### src/hw/rtl/odbp_pkg.sv
// odbp_pkg: shared constants, types and the halftone-dot table for the
// ordered-dither bit packer; no dependencies
package odbp_pkg;

  localparam int MAX_ROW_PIXELS = 4096;
  localparam int WIDTH_W = 13;
  localparam int COL_W = $clog2(MAX_ROW_PIXELS);
  localparam int QUEUE_DEPTH = 4;
  localparam int QPTR_W = $clog2(QUEUE_DEPTH);

  localparam logic [WIDTH_W-1:0] ROW_WIDTH_RESET = WIDTH_W'(1728);
  localparam logic [WIDTH_W-1:0] ROW_WIDTH_MAX = WIDTH_W'(MAX_ROW_PIXELS);
  localparam logic [6:0] SCALED_WHITE = 7'd64;
  localparam logic [7:0] MSB_BIT = 8'h80;
  localparam logic [2:0] LAST_BIT_POS = 3'd7;

  localparam logic [5:0] DOT_MATRIX [8][8] = '{
    '{6'd3,  6'd17, 6'd55, 6'd63, 6'd61, 6'd47, 6'd9,  6'd1 },
    '{6'd15, 6'd29, 6'd39, 6'd51, 6'd49, 6'd35, 6'd25, 6'd13},
    '{6'd40, 6'd32, 6'd26, 6'd20, 6'd22, 6'd30, 6'd36, 6'd42},
    '{6'd56, 6'd44, 6'd10, 6'd4,  6'd6,  6'd18, 6'd52, 6'd58},
    '{6'd60, 6'd46, 6'd8,  6'd0,  6'd2,  6'd16, 6'd54, 6'd62},
    '{6'd48, 6'd34, 6'd24, 6'd12, 6'd14, 6'd28, 6'd38, 6'd50},
    '{6'd23, 6'd31, 6'd37, 6'd43, 6'd41, 6'd33, 6'd27, 6'd21},
    '{6'd7,  6'd19, 6'd53, 6'd59, 6'd57, 6'd45, 6'd11, 6'd5 }
  };

  typedef struct packed {
    logic black;
    logic last;
  } odbp_cmd_t;

endpackage

### src/hw/rtl/ordered_dither_bit_pack_unit.sv
// ordered_dither_bit_pack_unit: top level of the ordered-dither bit packer
// depends on odbp_pkg, odbp_front, odbp_queue, odbp_back
//
// usage:
//   input side is a queue write port: a pixel (gray, page_start) transfers
//   on a rising edge with push high and full low. pixels come in raster order.
//   result side is a queue read port: while empty is low, packed_byte and
//   row_end show the oldest byte; it transfers on an edge with pop high.
//   wr_en/wr_data write row_width at any edge; write it only while idle.
//   a byte is produced after eight pixels or at the last pixel of a row.
// timing:
//   one pixel per cycle while full is low. the byte completed by a pixel is
//   dithered into the command queue at that pixel's transfer, then packed
//   into the output register, from which it appears on the result ports.
//   a four-entry command queue sits between dither and pack; when pop stays
//   low the output register holds, the queue fills and full rises.
// reset:
//   rst (synchronous) sets row_width to 1728, clears counters, queue and
//   output valid flag; empty is high and full low after reset.
module ordered_dither_bit_pack_unit import odbp_pkg::*; (
  input  logic               clk,
  input  logic               rst,
  input  logic               push,
  output logic               full,
  input  logic [7:0]         gray,
  input  logic               page_start,
  output logic               empty,
  input  logic               pop,
  output logic [7:0]         packed_byte,
  output logic               row_end,
  input  logic               wr_en,
  input  logic [WIDTH_W-1:0] wr_data
);

  odbp_cmd_t front_cmd;
  odbp_cmd_t back_cmd;
  logic      accept;
  logic      q_empty;
  logic      q_pop;

  assign accept = push && !full;

  odbp_front u_front (
    .clk        (clk),
    .rst        (rst),
    .accept     (accept),
    .gray       (gray),
    .page_start (page_start),
    .wr_en      (wr_en),
    .wr_data    (wr_data),
    .cmd        (front_cmd)
  );

  odbp_queue u_queue (
    .clk     (clk),
    .rst     (rst),
    .push    (accept),
    .cmd_in  (front_cmd),
    .full    (full),
    .pop     (q_pop),
    .cmd_out (back_cmd),
    .empty   (q_empty)
  );

  odbp_back u_back (
    .clk         (clk),
    .rst         (rst),
    .cmd         (back_cmd),
    .q_empty     (q_empty),
    .q_pop       (q_pop),
    .pop         (pop),
    .empty       (empty),
    .packed_byte (packed_byte),
    .row_end     (row_end)
  );

endmodule

### src/hw/rtl/odbp_front.sv
// odbp_front: accepts pixels, tracks column and row phase, dithers each pixel
// into a black/last command; depends on odbp_pkg
module odbp_front import odbp_pkg::*; (
  input  logic               clk,
  input  logic               rst,
  input  logic               accept,
  input  logic [7:0]         gray,
  input  logic               page_start,
  input  logic               wr_en,
  input  logic [WIDTH_W-1:0] wr_data,
  output odbp_cmd_t          cmd
);

  logic [WIDTH_W-1:0] row_width;
  logic [COL_W-1:0]   column_count;
  logic [2:0]         row_phase;

  logic [COL_W-1:0]   wm1;
  logic [COL_W-1:0]   col;
  logic [2:0]         phase;
  logic [2:0]         col_sel;
  logic [5:0]         entry;
  logic [14:0]        prod;
  logic [14:0]        qsum;
  logic [6:0]         scaled;
  logic               last;
  logic               white;

  always_comb begin
    if (row_width == '0) begin
      wm1 = '0;
    end else if (row_width > ROW_WIDTH_MAX) begin
      wm1 = COL_W'(MAX_ROW_PIXELS - 1);
    end else begin
      wm1 = COL_W'(row_width - WIDTH_W'(1));
    end
    col = (column_count > wm1) ? wm1 : column_count;
    last = (col == wm1);
    phase = page_start ? 3'd0 : row_phase;
    col_sel = wm1[2:0] - col[2:0];
    entry = DOT_MATRIX[phase][col_sel];
    // exact divide by 255 for values below 2^16
    prod = 15'(gray) * 15'd65;
    qsum = prod + (prod >> 8) + 15'd1;
    scaled = qsum[14:8];
    white = (scaled >= SCALED_WHITE) || (scaled > {1'b0, entry});
    cmd.black = !white;
    cmd.last = last;
  end

  always_ff @(posedge clk) begin
    if (rst) begin
      row_width <= ROW_WIDTH_RESET;
      column_count <= '0;
      row_phase <= '0;
    end else begin
      if (wr_en) begin
        row_width <= wr_data;
      end
      if (accept) begin
        if (last) begin
          column_count <= '0;
          row_phase <= phase + 3'd1;
        end else begin
          column_count <= col + COL_W'(1);
          row_phase <= phase;
        end
      end
    end
  end

endmodule

### src/hw/rtl/odbp_queue.sv
// odbp_queue: short command queue between front and back
// depends on odbp_pkg
module odbp_queue import odbp_pkg::*; (
  input  logic      clk,
  input  logic      rst,
  input  logic      push,
  input  odbp_cmd_t cmd_in,
  output logic      full,
  input  logic      pop,
  output odbp_cmd_t cmd_out,
  output logic      empty
);

  odbp_cmd_t           entries [QUEUE_DEPTH];
  logic [QPTR_W-1:0]   wr_ptr;
  logic [QPTR_W-1:0]   rd_ptr;
  logic [QPTR_W:0]     count;

  assign full = (count == (QPTR_W+1)'(QUEUE_DEPTH));
  assign empty = (count == '0);
  assign cmd_out = entries[rd_ptr];

  always_ff @(posedge clk) begin
    if (push) begin
      entries[wr_ptr] <= cmd_in;
    end
  end

  always_ff @(posedge clk) begin
    if (rst) begin
      wr_ptr <= '0;
      rd_ptr <= '0;
      count <= '0;
    end else begin
      if (push) begin
        wr_ptr <= wr_ptr + QPTR_W'(1);
      end
      if (pop) begin
        rd_ptr <= rd_ptr + QPTR_W'(1);
      end
      if (push && !pop) begin
        count <= count + (QPTR_W+1)'(1);
      end else if (pop && !push) begin
        count <= count - (QPTR_W+1)'(1);
      end
    end
  end

endmodule

### src/hw/rtl/odbp_back.sv
// odbp_back: packs dithered bits msb first and holds the output byte register
// depends on odbp_pkg
module odbp_back import odbp_pkg::*; (
  input  logic      clk,
  input  logic      rst,
  input  odbp_cmd_t cmd,
  input  logic      q_empty,
  output logic      q_pop,
  input  logic      pop,
  output logic      empty,
  output logic [7:0] packed_byte,
  output logic      row_end
);

  logic [7:0] bit_accumulator;
  logic [2:0] bit_position;
  logic       out_valid;
  logic       out_take;
  logic       emit;
  logic [7:0] acc_next;

  assign out_take = pop && out_valid;
  assign emit = cmd.last || (bit_position == LAST_BIT_POS);
  assign q_pop = !q_empty && (!emit || !out_valid || out_take);
  assign acc_next = bit_accumulator | (cmd.black ? (MSB_BIT >> bit_position) : 8'h00);
  assign empty = !out_valid;

  always_ff @(posedge clk) begin
    if (rst) begin
      bit_accumulator <= '0;
      bit_position <= '0;
      out_valid <= 1'b0;
    end else begin
      if (q_pop) begin
        if (emit) begin
          bit_accumulator <= '0;
          bit_position <= '0;
        end else begin
          bit_accumulator <= acc_next;
          bit_position <= bit_position + 3'd1;
        end
      end
      out_valid <= (out_valid && !out_take) || (q_pop && emit);
    end
  end

  always_ff @(posedge clk) begin
    if (q_pop && emit) begin
      packed_byte <= acc_next;
      row_end <= cmd.last;
    end
  end

endmodule

### config.mk
export PLATFORM = sky130hd
export DESIGN_NAME = ordered_dither_bit_pack_unit
export DESIGN_NICKNAME = d
export VERILOG_FILES = /design/src/hw/rtl/odbp_pkg.sv /design/src/hw/rtl/ordered_dither_bit_pack_unit.sv /design/src/hw/rtl/odbp_front.sv /design/src/hw/rtl/odbp_queue.sv /design/src/hw/rtl/odbp_back.sv
export SDC_FILE = /design/constraint.sdc
export NUM_CORES = 1
export LEC_CHECK = 0
export BUFFER_PORTS_ARGS = -buffer_cell sky130_fd_sc_hd__buf_2
export CORE_MARGIN = 1.5
export CORE_UTILIZATION = 35
export CTS_CLUSTER_SIZE = 12
export DETAILED_ROUTE_END_ITERATION = 12
export PLACE_DENSITY = 0.5
export SLEW_MARGIN = 20
export SYNTH_ARGS = -nofsm -noshare
export SYNTH_HDL_FRONTEND = slang
export SYNTH_HIERARCHICAL = 1
export SYNTH_SLANG_ARGS = --single-unit
### constraint.sdc
create_clock -name clk -period 16.8 [get_ports clk]
set_input_delay 0 -clock clk [delete_from_list [all_inputs] [get_ports clk]]
set_output_delay 0 -clock clk [all_outputs]
set_load 0.1 [all_outputs]
==> qor.yml, run 1 <==
run_status:
  outcome: "complete, no violations"
grt:
  grt_max_degree: 41
  grt_overflow: 0
  grt_antenna_before_repair: 0
  grt_pass1_wl_um: 21700
  grtUsageTotal_pct: 16.8
  grt_pass1_vias: 4368
timing:
  hold_viol: 0
  maxSlewViolCount: 0
  fmax_mhz: 150
  skew_ns: 0.00494
  rsz0062_at_grt: "false"
  fin_setup_tns_ns: 0
  setup_viol: 0
  period_share_pct: 39.7
  layout_setup_ws_ns: 10.13
  post-route-min-period_ns: 6.67
  relSlewSlack_pct: 38.8
  tightest_slew_ns: 0.916
clock_network:
  clkSinkCount: 66
  clock_path_buffers: 2
  clkTransAtPathRegs_ns: 0.05
  cts_buffers: 9
  cts_tree: "done"
  clk_latency_ns: 0.33
  htreeDepth: 3
  root_buffer: "clkbuf_16"
critical_path:
  path_delay_family: "compound AO/OA/AOI/OAI gates"
  cpMostUsedCell: "o21ai_0"
  cp-startpoint: "u_front/row_width[0]"
  cp_max_fo: 13
  worstPathRequired_ns: 16.88
  r2r_start: "u_front/row_width[0]"
  worst_path_max_delay_cell: "nor4b_2"
  worstSetupPathType: "reg2reg"
  setup.worst_path.start_class: "flip-flop"
  endpoint_kind: "flip-flop"
  cp_slowest_stage_delay_ns: 0.60
  cp_num_buf_inv: 2
  critPathArrivalTime_ns: 6.76
synthesis:
  synth_ff_type: "dfxtp_1"
  syn_inst: 617
  synth_seq_cells: 66
  synthDistinctLibCells: 83
  ys_seq_area_share_pct: 28.2
  synth_area_sq_um: 5290
  yosysWarnings: 6
  syn_nets: 692
  avgSynthCellArea_sq_um: 8.58
  async_flop_share_pct: 0
  synth-edff-count: 17
die:
  initial_core_util_pct: 36.2
  fp.dieArea_sq_um: 15900
  io_pins: 38
  die_w_um: 126
  core-area_sq_um: 14600
  die_h_um: 126
  row_count: 44
routing:
  dr.pass1.iters: 7
  totalWireLength_um: 12800
  wire_per_inst_um: 15.3
  drc_errors: 0
  dr.first_iter.drc_count: 404
  ant_nets: 0
  vias: 4647
  avgViaCountPerCell: 5.56
job:
  drv_cap: 0
placed_design:
  dpl_worst_slack_ns: 10.17
  hpwl_um: 9390
  port_buffers: 37
  gp_congestion: 0.856
finish:
  drive_above_1_share_pct: 12.1
  mostFrequentLayoutCell: "dfxtp_1"
  final_nets: 722
  layout_common_cells: "dfxtp_1, nor2_1, ha_1, nand2_1, inv_1"
  n_antenna_cell: 0
  area_growth_pct: 13.9
pwr:
  leakagePower_nw: 2.43
  max-vdd-ir-drop_mv: 0.0515
  p_per_area_nw_per_um2: 119
hold_path:
  hp-class: "in2reg"
  hold_path_startpoint: "push"
==> what timing repair did <==
item / 4_1_cts / 5_1_grt
gates resized for setup: 0 / 0
hold buffers: 13 / 0
endpoints found under the hold margin: 13 / 0
buffers inserted: 0 / 0
==> logic make-up (layout without fill, tap and decap cells) <==
logic type / count (synthesis) / count (layout) / share of synthesized area, %
xor gates and xnor gates: 48 / 48 / 7.94
DFF: 66 / 66 / 28.2
buffers and inverters: 75 / 110 / 5.91
adders and majority gates: 49 / 49 / 11.8
AOI/OAI and AO/OA: 154 / 154 / 20.7
muxes: 20 / 20 / 4.25
and+or+nand+nor: 205 / 205 / 21.2
==> Yosys cell counts, types with 7 or more instances <==
cell	count	area share, %
clkbuf_1	24	1.7
inv_1	39	2.8
dfxtp_1	49	19
a31oi_1	7	0.83
nand2_1	44	3.1
nand2b_1	15	1.8
edfxtp_1	17	9.6
nor3_1	19	1.8
mux2i_1	18	3.4
a21o_1	8	1.1
ha_1	46	11
o21a_1	13	1.8
xnor2_1	32	5.3
nand3_1	13	1.2
nand4_1	12	1.4
o21ai_0	27	2.6
nor2_1	46	3.3
a21oi_1	33	3.1
xor2_1	16	2.6
==> layout make-up <==
type                       count  area [sq um]
clock buffer                  11           233
clock inverter                 5          78.8
fill                        1472          8620
inverter                      39           146
multi-input combinational    476          3490
sequential                    66          1490
tap                          184           230
timing repair buffer          55           353
==> metrics by stage <==
stage / utilization, % / instance area (sq um) / hold slack (ns) / power [W] / instances
4_1_cts: 41.2 / 6030 / 0.123 / 0.000727 / 836
3_5_place_dp: 38.1 / 5590 / 0.222 / 0.000519 / 807
6_report: 41.2 / 6030 / 0.141 / 0.000718 / 836
3_3_place_gp: 38.1 / 5580 / 0.218 / 0.000513 / 807
2_1_floorplan: - / 5290 / 0.0724 / 0.000461 / 617
5_1_grt: 41.2 / 6030 / 0.161 / 0.000767 / 836
==> state kept, by name, indices dropped and copies added (netlist names), named ones only <==
| signal | cells |
|---|---|
| u_back/bit_position | 3 |
| u_front/column_count | 12 |
| u_queue/entries | 8 |
| u_queue/count | 3 |
| u_back/packed_byte | 8 |
| u_queue/rd_ptr | 2 |
| u_back/bit_accumulator | 8 |
| u_front/row_phase | 3 |
| u_back/out_valid | 1 |
| u_front/row_width | 13 |
| u_back/row_end | 1 |
| u_queue/wr_ptr | 2 |
==> routing by layer <==
layer  wire length [um]  track usage (%)  part of all wire (%)
met4                187             5.75                   1.5
met1               6190             23.0                    48
met2               5850             26.4                    46
met3                579             3.44                   4.5
met5                  0                0                     0
==> path summary, 6_finish.rpt <==
check                         endpoint  depth (start not counted)  slack [ns]
max              u_queue/entries[3][1]                         27       10.13
min            u_front/column_count[3]                          4        0.14
max reg2reg      u_queue/entries[3][1]                         27       10.13
min reg2reg  u_back/bit_accumulator[1]                          1        0.46
==> power by group <==
part	switching, W	leakage (nW)	internal (W)
sequential	0.0000178	0.558	0.000196
clock	0.0000706	0.153	0.000130
combinational	0.000203	1.71	0.000101
==> worst register-to-register path, delay by kind of cell (launching register included) <==
family                     cells  cell delay, ns
and+or+nand+nor                7            1.81
adders and majority gates      5            1.56
DFF                            1            0.39
AOI/OAI and AO/OA             12            2.36
xor gates and xnor gates       1            0.17
buffers and inverters          2            0.15
Note: power is estimated with default switching activity, not from simulation.
==> run 2: changes to the inputs <==
Settings changed: PLACE_DENSITY 0.5 to 0.52.
Clock period 16.8 ns to 5.7 ns, I/O delays scaled along.
==> run 2 against run 1 <==
  * The run now ends with DRC left
  * Clock power grew to 2.8 times the previous value
  * Final cell count grew 4.7%
  * Sequential share of layout area shrank 1.7 points
  * Worst hold slack lost 0.00093 ns
  * Critical path depth is the same
  * Clock-buffer cell count shrank 2
  * Total power grew to 3.0 times the previous value
  * Via count grew 2.6%
  * Sequential cell count is the same
  * Final area grew 7.9%
  * First-iteration DRC count shrank 1.5%
  * Maximum frequency grew 27%
  * Largest cell class unchanged
==> qor.yml, run 2 (synthesis results as in run 1) <==
run_status:
  outcome: "finished, violations left"  # was complete, no violations
  violations: "DRC"
grt:
  grt_pass1_vias: 4480  # was 4368
  gr-usage-met2_pct: 27.3  # was 26.4%
  grt.busiest_layer: "met2"  # unchanged
  grt_use_met1_pct: 24.2  # was 23.0%
  grtUsageTotal_pct: 17.2  # was 16.8%
  grt_max_degree: 41  # unchanged
  grt_antenna_before_repair: 0  # unchanged
  grt_pass1_wl_um: 22300  # was 21700 um
  met3_usage_pct: 3.40  # was 3.44%
  grt_overflow: 0  # unchanged
critical_path:
  setup.worst_path.start_class: "flip-flop"  # unchanged
  reg2reg_depth: 27  # unchanged
  worstPathRequired_ns: 5.83  # was 16.88 ns
  endpoint_kind: "flip-flop"  # unchanged
  cp-startpoint: "u_front/row_width[1]"  # was u_front/row_width[0]
  cp_slowest_stage_delay_ns: 0.35  # was 0.60 ns
  r2r_slack_ns: 0.44  # was 10.13 ns
  worst_path_max_delay_cell: "dfxtp_2"  # was nor4b_2
  worstSetupPathType: "reg2reg"  # unchanged
  critPathArrivalTime_ns: 5.39  # was 6.76 ns
  r2r_start: "u_front/row_width[1]"  # was u_front/row_width[0]
  cp_max_fo: 7  # was 13
  endpoint: "u_queue/entries[1][1]"  # was u_queue/entries[3][1]
  r2r-end: "u_queue/entries[1][1]"  # was u_queue/entries[3][1]
routing:
  drc_errors: 1  # was 0
  avgViaCountPerCell: 5.45  # was 5.56
  vias: 4767  # was 4647
  dr.first_iter.drc_count: 398  # was 404
  totalWireLength_um: 13500  # was 12800 um
  dr.pass1.iters: 11  # was 7
  ant_nets: 0  # unchanged
  wire_per_inst_um: 15.4  # was 15.3 um
clock_network:
  clock_path_buffers: 2  # unchanged
  clk_latency_ns: 0.33  # about the same
  root_buffer: "clkbuf_16"  # unchanged
  cts_buffers: 9  # unchanged
  clkSinkCount: 66  # unchanged
  htreeDepth: 3  # unchanged
  clkTransAtPathRegs_ns: 0.06  # was 0.05 ns
  cts_tree: "done"  # unchanged
timing:
  layout_setup_ws_ns: 0.438  # was 10.13 ns
  post-route-min-period_ns: 5.26  # was 6.67 ns
  relSlewSlack_pct: 45.1  # was 38.8%
  tightest_slew_ns: 0.822  # was 0.916 ns
  period_share_pct: 92.3  # was 39.7%
  skew_ns: 0.00729  # was 0.00494 ns
  hold_viol: 0  # unchanged
  setup_viol: 0  # unchanged
  maxSlewViolCount: 0  # unchanged
  fmax_mhz: 190  # was 150 MHz
finish:
  layout_common_cells: "nor2_1, dfxtp_1, nand2_1, buf_4, ha_1"  # was dfxtp_1, nor2_1, ha_1, nand2_1, inv_1
  top_register: "u_front/row_width"  # unchanged
  drive_above_1_share_pct: 21.9  # was 12.1%
  largest_reg_flops: 13  # unchanged
  reg.largest.list: "u_front/row_width (13), u_front/column_count (12)"  # unchanged
  fillers: 1439  # was 1472
  n_antenna_cell: 0  # unchanged
  final_nets: 761  # was 722
  stdcell_count: 875  # was 836
  area_growth_pct: 22.8  # was 13.9%
die:
  fp.dieArea_sq_um: 15900  # unchanged
  io_pins: 38  # unchanged
  die_h_um: 126  # unchanged
  core-area_sq_um: 14600  # unchanged
  row_count: 44  # unchanged
  die_w_um: 126  # unchanged
  initial_core_util_pct: 36.2  # unchanged
pwr:
  max-vdd-ir-drop_mv: 0.206  # was 0.0515 mV
  leakagePower_nw: 2.66  # was 2.43 nW
  p_per_area_nw_per_um2: 334  # was 119 nW/um^2
  clock_power_share_pct: 25.9  # was 27.9%
  p_int_w: 0.00127  # was 0.000427 W
  switchingPower_w: 0.000895  # was 0.000292 W
  switching_share_pct: 41.3  # was 40.6%
  comb_power_share_pct: 45.0  # was 42.3%
  seqPwrFrac_pct: 29.1  # was 29.8%
hold_path:
  hp-class: "in2reg"  # unchanged
placed_design:
  hpwl_um: 9930  # was 9390 um
  port_buffers: 37  # unchanged
  gp_congestion: 0.907  # was 0.856
  dpl_worst_slack_ns: -0.0940  # was 10.17 ns
  placedCellCount: 835  # was 807
job:
  drv_cap: 0  # unchanged
[run 2: critical path, delay by kind of cell (launching register included)]
kind,cells,cell delay (ns)
buffers and inverters,3,0.32
XOR/XNOR,1,0.15
adder cells (fa/ha/maj),5,1.28
AO/OA/AOI/OAI,8,1.17
AND/OR/NAND/NOR,9,1.61
flip-flops,1,0.35
multiplexers,1,0.18
[run 2: cell type report]
cell class	instances	area (sq um)	share of cell area [%]
sequential	66	1500	23.0
timing repair buffer	93	638	9.82
clock buffer	9	225	3.46
clock inverter	7	78.8	1.21
tap	184	230	3.54
multi-input combinational	477	3690	56.7
inverter	39	146	2.25
[run 2: stage by stage]
stage          area (sq um)  power, W  hold WS [ns]  setup TNS, ns  util [%]
2_1_floorplan          5340   0.00137        0.0724              0         -
3_3_place_gp           5830   0.00154         0.217              0      39.8
3_5_place_dp           5830   0.00156         0.221         -0.376      39.8
4_1_cts                6330   0.00215         0.129              0      43.2
5_1_grt                6500   0.00231         0.158         -0.146      44.4
6_report               6500   0.00217         0.140              0      44.4
[run 2: worst min path at each step]
stage                      startpoint                       to  cells past startpoint  slack, ns
after CTS                         pop         u_back/out_valid                      4       0.13
after global routing             push  u_front/column_count[3]                      4       0.16
after floorplan                   rst         u_back/out_valid                      1       0.07
final                            push  u_front/column_count[3]                      4       0.14
after global placement    wr_data[10]    u_front/row_width[10]                      3       0.22
after detailed placement   wr_data[7]     u_front/row_width[7]                      3       0.22
[run 2: what timing repair did]
action / CTS / global route
pin swaps: 2 / 13
cloned: 1 / 0
hold endpoints to repair: 13 / 0
gates resized for setup: 11 / 28
setup buffers: 1 / 9
endpoints found under the setup margin: 4 / 4
hold buffers: 13 / 0
[run 2: power by group through the flow]
stage | logic [W] | clock network [W] | registers (W)
floorplan | 0.000570 | 0 | 0.000797
global placement | 0.000906 | 0 | 0.000638
detailed placement | 0.000922 | 0 | 0.000641
CTS | 0.000943 | 0.000580 | 0.000631
global route | 0.00107 | 0.000601 | 0.000641
finish | 0.000975 | 0.000562 | 0.000631
[run 2: per-layer routing]
metal	part of all wire [%]	up-vias	routed length (um)
met1	49	2259	6620
li1	-	2393	-
met4	0.62	0	83
met5	0	-	0
met2	46	109	6170
met3	4.5	6	605
